===== src/rtl/hart_slot_allocator_assert.svh =====
// ----------------------------------------------------------------------------
// hart slot allocator assertion macros
// concurrent checks on clock, disabled while reset is high
// ----------------------------------------------------------------------------
`ifndef HART_SLOT_ALLOCATOR_ASSERT_SVH
`define HART_SLOT_ALLOCATOR_ASSERT_SVH

// same-cycle implication
`define HSA_ASSERT_IMPLY(label, ante, cons) \
   label: assert property (@(posedge clock) disable iff (reset) (ante) |-> (cons)) \
      else $error("hart slot allocator check failed");

// next-cycle implication
`define HSA_ASSERT_NEXT(label, ante, cons) \
   label: assert property (@(posedge clock) disable iff (reset) (ante) |=> (cons)) \
      else $error("hart slot allocator check failed");

`endif


===== src/rtl/hsa_pkg.sv =====
// ----------------------------------------------------------------------------
// hsa_pkg
// widths, status codes and transaction types of the hart slot allocator
// ----------------------------------------------------------------------------
package hsa_pkg;

   localparam int NUM_SLOTS = 64;
   localparam int SLOT_W    = 6;
   localparam int CNT_W     = 7;
   localparam int IDX_W     = (NUM_SLOTS > 1) ? $clog2(NUM_SLOTS) : 1;

   localparam logic [1:0] STATUS_OK          = 2'd0;
   localparam logic [1:0] STATUS_REFUSED     = 2'd1;
   localparam logic [1:0] STATUS_BAD_RELEASE = 2'd2;

   localparam logic KIND_REQUEST = 1'b0;
   localparam logic KIND_RELEASE = 1'b1;

   typedef struct packed {
      logic              kind;
      logic [CNT_W-1:0]  count;
      logic [SLOT_W-1:0] slot_id;
   } req_type;

   typedef struct packed {
      logic [1:0]        status;
      logic              granted_valid;
      logic [SLOT_W-1:0] granted_slot;
      logic              last;
   } rsp_type;

endpackage


===== src/rtl/hart_slot_allocator.sv =====
// ----------------------------------------------------------------------------
// hart_slot_allocator
// first-fit allocator of hardware thread slots over an in-use bitmap
// ----------------------------------------------------------------------------
// A release, a refused request and a zero-count request each give one result,
// strobed on rsp_valid in the cycle after acceptance; busy stays low for them.
// A request that passes the count check runs a single slot scanner twice: a
// count pass over the L usable slots (L = min(slot_count, NUM_SLOTS)), then
// the grant pass, which visits one slot per cycle up to the last granted
// one, one granted slot per result. A request holds busy through both
// passes. Results come out on a strobe that cannot be stalled; each is valid
// for one cycle only. The configuration port is always ready and is to be
// written by the user only while busy is low; the block does not enforce it.
`include "hart_slot_allocator_assert.svh"

module hart_slot_allocator (
   input  logic                    clock,
   input  logic                    reset,
   input  logic                    start,
   output logic                    busy,
   input  hsa_pkg::req_type        req_item,
   output logic                    rsp_valid,
   output hsa_pkg::rsp_type        rsp_item,
   input  logic                    csr_valid,
   output logic                    csr_ready,
   input  logic [hsa_pkg::CNT_W-1:0] csr_data
);
   import hsa_pkg::*;

   typedef enum logic [2:0] {
      ST_IDLE  = 3'b001,
      ST_COUNT = 3'b010,
      ST_ALLOC = 3'b100
   } state_type;

   state_type            state_ff,      state_in;
   logic [NUM_SLOTS-1:0] slot_busy_ff,  slot_busy_in;
   logic [CNT_W-1:0]     busy_count_ff, busy_count_in;
   logic [CNT_W-1:0]     slot_count_ff;
   logic [CNT_W-1:0]     scan_ff,       scan_in;
   logic [CNT_W-1:0]     free_ff,       free_in;
   logic [CNT_W-1:0]     grant_n_ff,    grant_n_in;
   logic [CNT_W-1:0]     req_count_ff,  req_count_in;
   logic                 rsp_valid_ff,  rsp_valid_in;
   rsp_type              rsp_ff,        rsp_in;

   logic [CNT_W-1:0] limit;
   logic [CNT_W:0]   demand;
   logic             accept;
   logic             scan_bit;
   logic             release_ok;
   logic             grant_last;

   assign accept    = start && !busy;
   assign limit     = (slot_count_ff > CNT_W'(NUM_SLOTS)) ? CNT_W'(NUM_SLOTS) : slot_count_ff;
   assign demand    = {1'b0, busy_count_ff} + {1'b0, req_item.count};
   assign scan_bit  = slot_busy_ff[scan_ff[IDX_W-1:0]];
   assign release_ok = ({1'b0, req_item.slot_id} < CNT_W'(NUM_SLOTS))
                       && slot_busy_ff[req_item.slot_id[IDX_W-1:0]];
   assign grant_last = (grant_n_ff + CNT_W'(1)) == req_count_ff;

   always_comb begin
      state_in      = state_ff;
      slot_busy_in  = slot_busy_ff;
      busy_count_in = busy_count_ff;
      scan_in       = scan_ff;
      free_in       = free_ff;
      grant_n_in    = grant_n_ff;
      req_count_in  = req_count_ff;
      rsp_valid_in  = 1'b0;
      rsp_in        = rsp_ff;

      unique case (state_ff)
         ST_IDLE: begin
            if (accept) begin
               rsp_in.granted_valid = 1'b0;
               rsp_in.granted_slot  = '0;
               rsp_in.last          = 1'b1;
               if (req_item.kind == KIND_RELEASE) begin
                  rsp_valid_in = 1'b1;
                  if (release_ok) begin
                     slot_busy_in[req_item.slot_id[IDX_W-1:0]] = 1'b0;
                     if (busy_count_ff != '0) begin
                        busy_count_in = busy_count_ff - CNT_W'(1);
                     end
                     rsp_in.status = STATUS_OK;
                  end else begin
                     rsp_in.status = STATUS_BAD_RELEASE;
                  end
               end else if (demand > {1'b0, limit}) begin
                  rsp_valid_in  = 1'b1;
                  rsp_in.status = STATUS_REFUSED;
               end else if (req_item.count == '0) begin
                  rsp_valid_in  = 1'b1;
                  rsp_in.status = STATUS_OK;
               end else begin
                  req_count_in = req_item.count;
                  scan_in      = '0;
                  free_in      = '0;
                  state_in     = ST_COUNT;
               end
            end
         end
         ST_COUNT: begin
            if (scan_ff == limit) begin
               if (free_ff < req_count_ff) begin
                  // fewer free slots below the limit than requested
                  rsp_valid_in         = 1'b1;
                  rsp_in.status        = STATUS_REFUSED;
                  rsp_in.granted_valid = 1'b0;
                  rsp_in.granted_slot  = '0;
                  rsp_in.last          = 1'b1;
                  state_in             = ST_IDLE;
               end else begin
                  scan_in    = '0;
                  grant_n_in = '0;
                  state_in   = ST_ALLOC;
               end
            end else begin
               if (!scan_bit) begin
                  free_in = free_ff + CNT_W'(1);
               end
               scan_in = scan_ff + CNT_W'(1);
            end
         end
         ST_ALLOC: begin
            if (!scan_bit) begin
               slot_busy_in[scan_ff[IDX_W-1:0]] = 1'b1;
               rsp_valid_in         = 1'b1;
               rsp_in.status        = STATUS_OK;
               rsp_in.granted_valid = 1'b1;
               rsp_in.granted_slot  = SLOT_W'(scan_ff);
               rsp_in.last          = grant_last;
               grant_n_in           = grant_n_ff + CNT_W'(1);
               if (grant_last) begin
                  busy_count_in = busy_count_ff + req_count_ff;
                  state_in      = ST_IDLE;
               end
            end
            scan_in = scan_ff + CNT_W'(1);
         end
         default: begin
            state_in = ST_IDLE;
         end
      endcase
   end

   always_ff @(posedge clock) begin
      if (reset) begin
         state_ff      <= ST_IDLE;
         slot_busy_ff  <= NUM_SLOTS'(1);
         busy_count_ff <= CNT_W'(1);
         slot_count_ff <= CNT_W'(64);
         rsp_valid_ff  <= 1'b0;
      end else begin
         state_ff      <= state_in;
         slot_busy_ff  <= slot_busy_in;
         busy_count_ff <= busy_count_in;
         rsp_valid_ff  <= rsp_valid_in;
         if (csr_valid && csr_ready) begin
            slot_count_ff <= csr_data;
         end
      end
   end

   always_ff @(posedge clock) begin
      scan_ff      <= scan_in;
      free_ff      <= free_in;
      grant_n_ff   <= grant_n_in;
      req_count_ff <= req_count_in;
      rsp_ff       <= rsp_in;
   end

   assign busy      = (state_ff != ST_IDLE);
   assign rsp_valid = rsp_valid_ff;
   assign rsp_item  = rsp_ff;
   assign csr_ready = 1'b1;

   `HSA_ASSERT_IMPLY(a_count_bounded, 1'b1, busy_count_ff <= CNT_W'(NUM_SLOTS))
   `HSA_ASSERT_IMPLY(a_count_matches_map, state_ff == ST_IDLE,
                     busy_count_ff == CNT_W'($countones(slot_busy_ff)))
   `HSA_ASSERT_IMPLY(a_grant_marked, rsp_valid_ff && rsp_ff.granted_valid,
                     slot_busy_ff[rsp_ff.granted_slot[IDX_W-1:0]])
   `HSA_ASSERT_IMPLY(a_more_grants_pending, rsp_valid_ff && !rsp_ff.last,
                     state_ff == ST_ALLOC)
   `HSA_ASSERT_NEXT(a_release_answered, accept && req_item.kind == KIND_RELEASE,
                    rsp_valid_ff && rsp_ff.last && !busy)

endmodule

===== config.mk =====
export PLATFORM = sky130hd
export DESIGN_NAME = hart_slot_allocator
export DESIGN_NICKNAME = d
export VERILOG_FILES = /design/src/rtl/hsa_pkg.sv /design/src/rtl/hart_slot_allocator.sv
export VERILOG_INCLUDE_DIRS = /design/src /design/src/rtl
export SDC_FILE = /design/constraint.sdc
export NUM_CORES = 1
export LEC_CHECK = 0
export BUFFER_PORTS_ARGS = -buffer_cell sky130_fd_sc_hd__clkbuf_2
export CORE_MARGIN = 2
export CORE_UTILIZATION = 25
export DETAILED_ROUTE_END_ITERATION = 6
export PLACE_DENSITY = 0.35
export RECOVER_POWER = 25
export SLEW_MARGIN = 20
export SYNTH_ARGS = -nofsm -noshare
export SYNTH_HDL_FRONTEND = slang
export SYNTH_SLANG_ARGS = --single-unit

===== constraint.sdc =====
create_clock -name clock -period 4.4 [get_ports clock]
set_input_delay 0.44 -clock clock [delete_from_list [all_inputs] [get_ports clock]]
set_output_delay 0.44 -clock clock [all_outputs]
set_load 0.005 [all_outputs]

==> results of run 1 <==
-- registers in the layout (all words and copies together), names as in the netlist --
name and cells:
grant_n_ff 7, slot_busy_ff 64, free_ff 7, slot_count_ff 7, state_ff 3, scan_ff 7, req_count_ff 7, rsp_item 10
busy_count_ff 7, rsp_valid 1
-- final cells by class --
type,instances,share of cell area (%)
Inverter,58,2.43
Timing Repair Buffer,76,5.10
Sequential cell,120,31.1
Tap cell,396,5.53
Clock inverter,7,1.27
Multi-Input combinational cell,610,48.8
Clock buffer,25,5.76
-- metal layers --
metal	up-vias	part of all wire, %
li1	3306	-
met1	3388	47
met2	218	45
met3	57	4.3
met4	0	3.7
met5	-	0
-- logic make-up after synthesis --
kind of cell	Yosys count
and+or+nand+nor	290
xor gates and xnor gates	35
muxes	32
DFF	120
buffers and inverters	125
adders and majority gates	31
AOI/OAI and AO/OA	221
other	1
-- worst max path at each step --
stage               slack, ns                            end  cells past startpoint                           from
floorplan                0.56           scan_ff[0]$_DFFE_PP_                     14                    req_item[6]
global placement         0.35           scan_ff[4]$_DFFE_PP_                     16                    req_item[6]
detailed placement       0.30           scan_ff[6]$_DFFE_PP_                     16                    req_item[6]
CTS                      0.50           scan_ff[3]$_DFFE_PP_                     15  busy_count_ff[0]$_SDFFE_PP1P_
global route             0.13          rsp_item[4]$_DFFE_PP_                      8           scan_ff[1]$_DFFE_PP_
finish                   0.41  slot_busy_ff[20]$_SDFFE_PP0P_                      9           scan_ff[1]$_DFFE_PP_
-- where the power goes --
part           switching, mW  leakage (nW)  internal [mW]
Sequential            0.0521          1.01           1.20
Combinational          0.342          1.77          0.187
Clock                  0.558         0.310          0.981
Total                  0.952          3.09           2.36
-- stage by stage --
stage               setup slack [ns]  cell area (um^2)
floorplan                      0.562              7660
global placement               0.352              8370
detailed placement             0.300              8370
CTS                            0.497              9000
global route                   0.132              8950
finish                         0.409              8950
-- worst reg2reg max path, cell delays in order (launching register included) --
cell       delay (ns)
edfxtp_1         0.75
inv_2            0.13
clkbuf_1         0.70
a21oi_1          0.12
o41ai_2          0.44
o2111ai_1        0.40
nor4_4           0.28
buf_4            0.28
nand4_1          0.50
o32ai_1          0.29
-- cells in the final DEF, fill, tap and decap left out, types with 16 or more instances in the layout --
cell | synthesis | layout
a221oi_1 | 16 | 16
clkbuf_16 | 0 | 17
clkbuf_2 | 0 | 19
nor4_1 | 28 | 28
ha_1 | 29 | 29
inv_1 | 56 | 56
nand3b_1 | 17 | 17
buf_4 | 6 | 35
dfxtp_1 | 82 | 82
o32ai_1 | 33 | 33
nor2_1 | 59 | 59
a22oi_1 | 17 | 17
nand2_1 | 45 | 45
a21oi_1 | 44 | 44
mux2i_1 | 20 | 20
clkbuf_1 | 35 | 23
nor3_1 | 31 | 31
xnor2_1 | 23 | 23
nand3_1 | 22 | 22
o311ai_0 | 17 | 17
edfxtp_1 | 38 | 38
==> metrics.csv, run 1 <==
metric,value,unit
FP Rows,64,
fraction of layout cells with a size suffix above 1,12.7,%
Post-Route Setup TNS,0,ns
DR WL/cell,23.1,um
"EDFF count, synth",38,
Reg-to-Reg Start,scan_ff[1]$_DFFE_PP_,
"Setup violations, final",0,
Worst slew margin,-42.8,%
Post-synth top cells,"dfxtp_1, nor2_1, inv_1",
Post-CTS Setup Bufs,0,
Async SR Flop Fraction,0,%
Min Hold Slack,0.233,ns
violated checks,"capacitance limit, slew limit",
residual DRC count,0,
Clock Tree Root,clkbuf_16,
crit path max-delay cell type,edfxtp_1,
Die X,179,um
Pwr Total,3.32,mW
Sink Count,120,
drt pass-1 iters,7,
"Buf+Inv Stages, Crit Path",3,
# IOs,38,
mux contribution to synthesized area,4.67,%
H-tree depth,4,
largest cells by area after synthesis,"dfxtp_1, edfxtp_1, ha_1",
grt met2 use,30.3,%
maximum vdd drop,0.243,mV
Hold Buf Count CTS,0,
worst path required time,4.71,ns
Leak Pwr,3.09,nW
Fillers,3218,
vias in the first global route,6941,
xor/xnor share of the synthesized area,4.54,%
reg2reg path depth,9,
crit path capture type,flop,
initial DRC count,502,
final period utilization,90.7,%
Hold Path Sink,slot_count_ff[6]$_SDFFE_PP1P_,
Detailed Route WL,29900,um
crit path max fanout,22,
die height,179,um
Multi-input gate area,4370,um^2
CTS tree,done,
area share of the leading cell type in the synthesized netlist,21.4,%
max cap viols,1,
Sequential cell area,2780,um^2
outcome,"complete, but fails checks",
Final ANT Viol Nets,0,
clock slew at reported path FFs,0.06,ns
Tmin final,3.99,ns
critical path cell sequence,"inv_2, clkbuf_1, a21oi_1, o41ai_2, o2111ai_1, nor4_4, buf_4, nand4_1, o32ai_1",
Vias,6969,
GRT Total Usage,19.4,%
IO buf count,36,
initial core utilization,25.3,%
"Seq/Total Area, Yosys",36.3,%
Core ar.,30300,um^2
# nets final,939,
number of gates resized after cts,0,
DP Cell Count,1260,
prevailing post-synth register cell,dfxtp_1,
min-delay src,csr_data[6],
Compound-Gate Fraction of Synth Area,21.5,%
Congestion Overflow GR,0,
crit-path leading delay family,compound AO/OA/AOI/OAI gates,
hold crit path type,in -> reg,
first-pass GRT wire length,45500,um
Inserted Diodes,0,
Crit Path Category,reg -> reg,
post-layout util,29.5,%
synth unique cells,81,
initial antenna violation count,0,
Synth Register Bits,120,
Final Hold Violating Endpoints,0,
largest net degree at the start of global routing,37,
Max Fclk,0.251,GHz
internal reg-to-reg setup slack,0.41,ns
Synth Net Count,911,
Synth area leader,dfxtp_1,
hold path depth,3,
mapped cell area,7660,um^2
Syn Inst Count,855,
met1 Track Usage GR,26.5,%
Clock Skew,0.0118,ns
Detailed Place HPWL,20900,um
TritonCTS Buffers,17,
clock buffer depth,2,
Routability Congestion,0.826,
die area,32100,um^2
area grow syn2layout,16.8,%
unrepaired setup endpoints after global routing,false,
nature of the critical path startpoint,flop,
Worst-Skew Late Latency,0.43,ns
Worst path max stage delay,0.75,ns
Syn. warnings,0,
RR Endpoint,slot_busy_ff[20]$_SDFFE_PP0P_,
met3 GRT Util,2.48,%
"Avg Cell Area, Syn",8.96,um^2
Crit path arrival time,4.30,ns
Synth Area in Adders,5.26,%
main combinational cell family by area after synthesis,compound AO/OA/AOI/OAI gates,
GRT busiest layer,met2,
Synth Area in Simple Gates,20.9,%
most common cell in the netlist,dfxtp_1,
Least-Margin Pin Slew,2.14,ns
vias per cell,5.39,
fin. max-slew vios,37,
"non-filler cells, final",1292,
Power Density,370,nW/um^2
Power figures use the tool's default switching activity.
==> run 2, diff against run 1 <==
- ABC_AREA: not set -> 1
- CELL_PAD_IN_SITES_DETAIL_PLACEMENT: not set -> 1
- CELL_PAD_IN_SITES_GLOBAL_PLACEMENT: not set -> 1
- PLACE_DENSITY: 0.35 -> 0.47
==> run 2 against run 1 <==
- the flow still finishes with violations (capacitance limit, slew limit)
- critical path depth is 8 higher
- setup slack gained 0.61 ns
- largest power group is now combinational logic
- non-clock buffer count down 13
- critical path type unchanged
==> metrics.csv, run 2 <==
metric,value,unit
Pwr Total,5.25,mW
largest cells by area after synthesis,"nand2_1, dfxtp_1, edfxtp_1",
hold path depth,3,
fin. max-slew vios,25,
max cap viols,1,
Routability Congestion,0.814,
Crit Path Category,reg -> reg,
prevailing post-synth register cell,dfxtp_1,
Largest Register,slot_busy_ff,
internal reg-to-reg setup slack,1.02,ns
Clock Skew,0.0114,ns
Fillers,4565,
drt pass-1 iters,5,
worst path required time,4.74,ns
most frequent cells in the layout,"nand2_1, nor2_1, o21ai_0",
first-pass GRT wire length,59400,um
area grow syn2layout,13.8,%
Crit path arrival time,3.72,ns
Final ANT Viol Nets,0,
Sink Count,120,
main combinational cell family by area after synthesis,simple AND/OR/NAND/NOR gates,
Clock Tree Root,clkbuf_16,
clock buffer depth,2,
largest net degree at the start of global routing,76,
Core ar.,35400,um^2
Max Fclk,0.295,GHz
Worst path max stage delay,0.89,ns
Post-synth top cells,"nand2_1, nor2_1, o21ai_0",
initial DRC count,434,
Syn Inst Count,1467,
crit-path most repeated cell,nand2_1,
H-tree depth,4,
Hold Buf Count CTS,0,
Least-Margin Pin Slew,1.87,ns
Vias,9564,
"Avg Cell Area, Syn",6.10,um^2
fraction of layout cells with a size suffix above 1,5.76,%
xor/xnor share of the synthesized area,2.76,%
number of gates resized after cts,0,
clock slew at reported path FFs,0.06,ns
"EDFF count, synth",38,
unrepaired setup endpoints after global routing,false,
die area,37300,um^2
GRT Total Usage,21.4,%
Synth Area in Adders,4.50,%
die height,193,um
Post-CTS Setup Bufs,0,
hold crit path type,in -> reg,
Hold Path Sink,slot_count_ff[3]$_SDFFE_PP0P_,
crit-path leading delay family,buffers and inverters,
Synth Net Count,1523,
Synth Area in Simple Gates,38.4,%
Worst slew margin,-24.4,%
violated checks,"capacitance limit, slew limit",
Synth Register Bits,120,
area share of the leading cell type in the synthesized netlist,22.7,%
Syn. warnings,0,
Inserted Diodes,0,
Detailed Route WL,38400,um
CTS tree,done,
reg2reg path depth,17,
Congestion Overflow GR,0,
Die X,193,um
residual DRC count,0,
Tmin final,3.38,ns
maximum vdd drop,0.289,mV
min-delay src,csr_data[3],
Power Density,516,nW/um^2
Synth area leader,nand2_1,
most common cell in the netlist,nand2_1,
Reg-to-Reg Start,scan_ff[0]$_DFFE_PP_,
Detailed Place HPWL,25700,um
crit path max fanout,44,
"commonest non-fill, non-tap cell in the layout",nand2_1,
vias per cell,4.90,
outcome,"complete, but fails checks",
critical path cell sequence,"inv_1, nand2_1, nand2_1, nand2_1, nand2_1, nand2_1, nand2_1, nand2_1, nand2_1, nor2_1, nand2_1, a21oi_4, nand3_2, buf_4, nand2_1, nand2_1, nor2_1",
final period utilization,76.9,%
IO buf count,36,
initial core utilization,25.3,%
"Seq/Total Area, Yosys",31.1,%
Sequential cell area,2780,um^2
mux contribution to synthesized area,0,%
FP Rows,69,
mapped cell area,8940,um^2
# IOs,38,
Leak Pwr,4.66,nW
DR WL/cell,19.6,um
Post-Route Setup TNS,0,ns
Largest register FFs,64,
Multi-input gate area,5420,um^2
vias in the first global route,9867,
TritonCTS Buffers,17,
# nets final,1535,
"Buf+Inv Stages, Crit Path",2,
Final Hold Violating Endpoints,0,
nature of the critical path startpoint,flop,
"Setup violations, final",0,
Worst-Skew Late Latency,0.45,ns
Compound-Gate Fraction of Synth Area,14.7,%
Async SR Flop Fraction,0,%
RR Endpoint,slot_busy_ff[53]$_SDFFE_PP0P_,
crit path capture type,flop,
initial antenna violation count,0,
crit path max-delay cell type,inv_1,
synth unique cells,39,
[run 2: cell types whose count changed after synthesis, moves of 20 or more]
cell     delta
inv_1      +56
mux2i_1    -20
nand2_1   +495
nand4_1    +31
nor2_1    +150
nor4_1     -26
o21ai_0   +161
o32ai_1    -33
[run 2: cells by family after synthesis]
logic type,Yosys count
buffers and inverters,186
AO/OA/AOI/OAI,246
AND/OR/NAND/NOR,858
other,1
flip-flops,120
XOR/XNOR,25
adder cells (fa/ha/maj),31
[run 2: how the worst max path moves through the flow]
stage	start	endpoint	slack [ns]	depth (start not counted)
after global routing	scan_ff[0]$_DFFE_PP_	slot_busy_ff[51]$_SDFFE_PP0P_	0.60	16
after global placement	req_item[6]	free_ff[6]$_SDFFCE_PN0P_	0.86	17
after CTS	busy_count_ff[0]$_SDFFE_PP1P_	free_ff[1]$_SDFFCE_PN0P_	0.97	16
after detailed placement	req_item[6]	free_ff[5]$_SDFFCE_PN0P_	0.76	17
final	scan_ff[0]$_DFFE_PP_	slot_busy_ff[53]$_SDFFE_PP0P_	1.02	17
after floorplan	req_item[6]	scan_ff[0]$_DFFE_PP_	1.28	16
[run 2: cell type report]
class | count | area share (%)
clock buffer | 18 | 4.32
clock inverter | 14 | 1.48
inverter | 116 | 4.28
multi-input combinational | 1161 | 53.2
sequential | 120 | 27.3
tap | 461 | 5.67
timing repair buffer | 63 | 3.69
[run 2: power breakdown]
part	internal, mW	switching [mW]	leakage, nW
clock	0.850	0.604	0.273
combinational	0.613	1.61	3.36
sequential	1.37	0.201	1.02
total	2.84	2.41	4.66
[run 2: per-stage QoR]
step	util (%)	setup WS, ns	hold WS [ns]	instance area, um^2	instances
after detailed placement	27.1	0.755	0.468	9600	1921
after CTS	28.8	0.971	0.192	10200	1953
after global routing	28.7	0.597	0.235	10200	1953
after floorplan	-	1.28	0.440	8940	1467
after global placement	27.1	0.858	0.454	9600	1921
final	28.7	1.02	0.222	10200	1953
[run 2: worst register-to-register path: cells and delay by family (launching register included)]
| family | cells | cell delay [ns] |
|---|---|---|
| buffers and inverters | 2 | 1.35 |
| AO/OA/AOI/OAI | 1 | 0.11 |
| AND/OR/NAND/NOR | 14 | 1.38 |
| flip-flops | 1 | 0.44 |
[run 2: metal layers]
metal | track usage, % | routed length [um]
met5 | 0 | 0
met3 | 2.82 | 958
met2 | 37.0 | 18200
met1 | 27.7 | 18400
met4 | 6.44 | 768
==> run 3, diff against run 2 <==
- PLACE_DENSITY: 0.47 -> 0.49
- clock period: 4.4 -> 3.09 ns (I/O delays scaled with it)
==> run 3 against run 2 <==
- the flow now finishes without violations
- non-clock buffer count up 32
- final cell count up 1.6%
- total power up 51%
- utilization up 1.1 points
- clock power up 41%
- flip-flop and latch count unchanged
- cell area up 3.7%
- global-route usage up 0.57 points
- setup slack worse by 0.96 ns
- hold slack worse by 0.14 ns
==> metrics.csv, run 3 (synthesis results as in run 2) <==
metric,value,unit
outcome,finished clean,
residual DRC count,0,
CTS tree,done,
Leak Pwr,4.88,nW
Final ANT Viol Nets,0,
crit path max fanout,7,
crit path capture,free_ff[0]$_SDFFCE_PN0P_,
Crit path arrival time,3.20,ns
Worst-Skew Late Latency,0.45,ns
worst path required time,3.25,ns
Sink Count,120,
area grow syn2layout,18.0,%
initial DRC count,461,
Post-DP Area,9910,um^2
unrepaired setup endpoints after global routing,true,
vias in the first global route,9979,
Power Density,750,nW/um^2
clock slew at reported path FFs,0.06,ns
max cap viols,0,
drt pass-1 iters,5,
Max Fclk,0.329,GHz
initial antenna violation count,0,
Core ar.,35400,um^2
largest net degree at the start of global routing,46,
Inserted Diodes,0,
DR WL/cell,19.9,um
hold crit path type,in -> reg,
post-layout util,29.8,%
CP Launch Point,busy_count_ff[0]$_SDFFE_PP1P_,
# IOs,38,
initial core utilization,25.3,%
Largest register FFs,64,
FP Rows,69,
most frequent cells in the layout,"nand2_1, nor2_1, o21ai_0",
final period utilization,98.2,%
crit path capture type,flop,
fraction of layout cells with a size suffix above 1,9.65,%
Fillers,4551,
fin. max-slew vios,0,
"commonest non-fill, non-tap cell in the layout",nand2_1,
# nets final,1567,
GRT Total Usage,21.9,%
first-pass GRT wire length,60400,um
internal reg-to-reg setup slack,0.05,ns
Largest Register,slot_busy_ff,
Worst slew margin,51.4,%
IO buf count,36,
Die X,193,um
H-tree depth,4,
die height,193,um
Multi-input gate area,5480,um^2
Vias,9799,
Least-Margin Pin Slew,0.726,ns
Clock Tree Root,clkbuf_16,
Routability Congestion,0.803,
vias per cell,4.94,
Final Hold Violating Endpoints,0,
nature of the critical path startpoint,flop,
Min Hold Slack,0.0828,ns
Sequential cell area,2780,um^2
"Design Area, Final",10600,um^2
Post-Route Setup TNS,0,ns
Reg-to-Reg Start,busy_count_ff[0]$_SDFFE_PP1P_,
maximum vdd drop,0.447,mV
die area,37300,um^2
"Setup violations, final",0,
Clock Skew,0.0145,ns
Detailed Place HPWL,26500,um
clock buffer depth,2,
TritonCTS Buffers,17,
Congestion Overflow GR,0,
reg2reg path depth,17,
Detailed Route WL,39400,um
RR Endpoint,free_ff[0]$_SDFFCE_PN0P_,
Tmin final,3.04,ns
Crit Path Category,reg -> reg,
-- run 3: cell types whose count changed in the layout (fill, tap and decap cells not counted), sizes merged --
cell | previous run | this run
clkinv | 6 | 4
clkbuf | 54 | 57
inv | 117 | 122
clkinvlp | 5 | 3
bufinv | 2 | 1
buf | 27 | 56
-- run 3: layer usage --
| layer | vias to the layer above | wire length, um | global-route usage (%) |
|---|---|---|---|
| met5 | - | 0 | 0 |
| met4 | 0 | 599 | 5.86 |
| met3 | 34 | 1200 | 2.68 |
| met2 | 147 | 19000 | 38.1 |
| met1 | 4791 | 18700 | 28.7 |
| li1 | 4827 | - | - |
-- run 3: cell type report --
| class | instances | area share [%] |
|---|---|---|
| Sequential cell | 120 | 26.4 |
| Inverter | 116 | 4.13 |
| Timing Repair Buffer | 95 | 6.63 |
| Clock buffer | 18 | 4.16 |
| Clock inverter | 14 | 1.32 |
| Multi-Input combinational cell | 1161 | 51.9 |
| Tap cell | 461 | 5.47 |
-- run 3: critical path: stages (launching register included) --
cell and delay [ns]:
dfxtp_2 0.34, ha_4 0.17, fa_2 0.40, nand3_2 0.07, nand2_2 0.05, a21o_1 0.19, a21oi_2 0.15, xnor2_1 0.14
ha_1 0.27, and3_4 0.16, nand2_2 0.05, nand2_1 0.04, nand2_1 0.08, nand2_2 0.10, nor3_4 0.16, nand2_2 0.11
o31ai_2 0.10, buf_12 0.17
-- run 3: how the worst min path moves through the flow --
stage                                        from                            end  slack [ns]  cells past startpoint
floorplan                                   reset  slot_busy_ff[23]$_SDFFE_PP0P_        0.38                      1
global placement    slot_busy_ff[24]$_SDFFE_PP0P_  slot_busy_ff[24]$_SDFFE_PP0P_        0.46                      2
detailed placement  slot_busy_ff[24]$_SDFFE_PP0P_  slot_busy_ff[24]$_SDFFE_PP0P_        0.47                      2
CTS                                   csr_data[4]  slot_count_ff[4]$_SDFFE_PP0P_        0.06                      3
global route                          csr_data[4]  slot_count_ff[4]$_SDFFE_PP0P_        0.09                      3
finish                                csr_data[4]  slot_count_ff[4]$_SDFFE_PP0P_        0.08                      3
-- run 3: power breakdown --
group          internal (mW)  switching [mW]
Sequential              1.95           0.221
Clock                   1.15           0.902
Combinational           1.19            2.50
-- run 3: through the flow --
stage	worst slack [ns]	total power, mW	std cells
final	0.0548	7.92	1985
after global routing	-0.0616	8.47	1985
after CTS	0.0197	7.90	1984
after detailed placement	-0.326	5.77	1952
after global placement	-0.266	5.74	1952
after floorplan	0.0939	4.17	1467
-- run 3: what timing repair did --
| action | in CTS | in global routing |
|---|---|---|
| pin swaps | 1 | 11 |
| setup buffers | 0 | 1 |
| setup endpoints to repair | 23 | 24 |
| hold buffers | 0 | 0 |
| endpoints found under the hold margin | 0 | 0 |
| resized for setup | 6 | 16 |
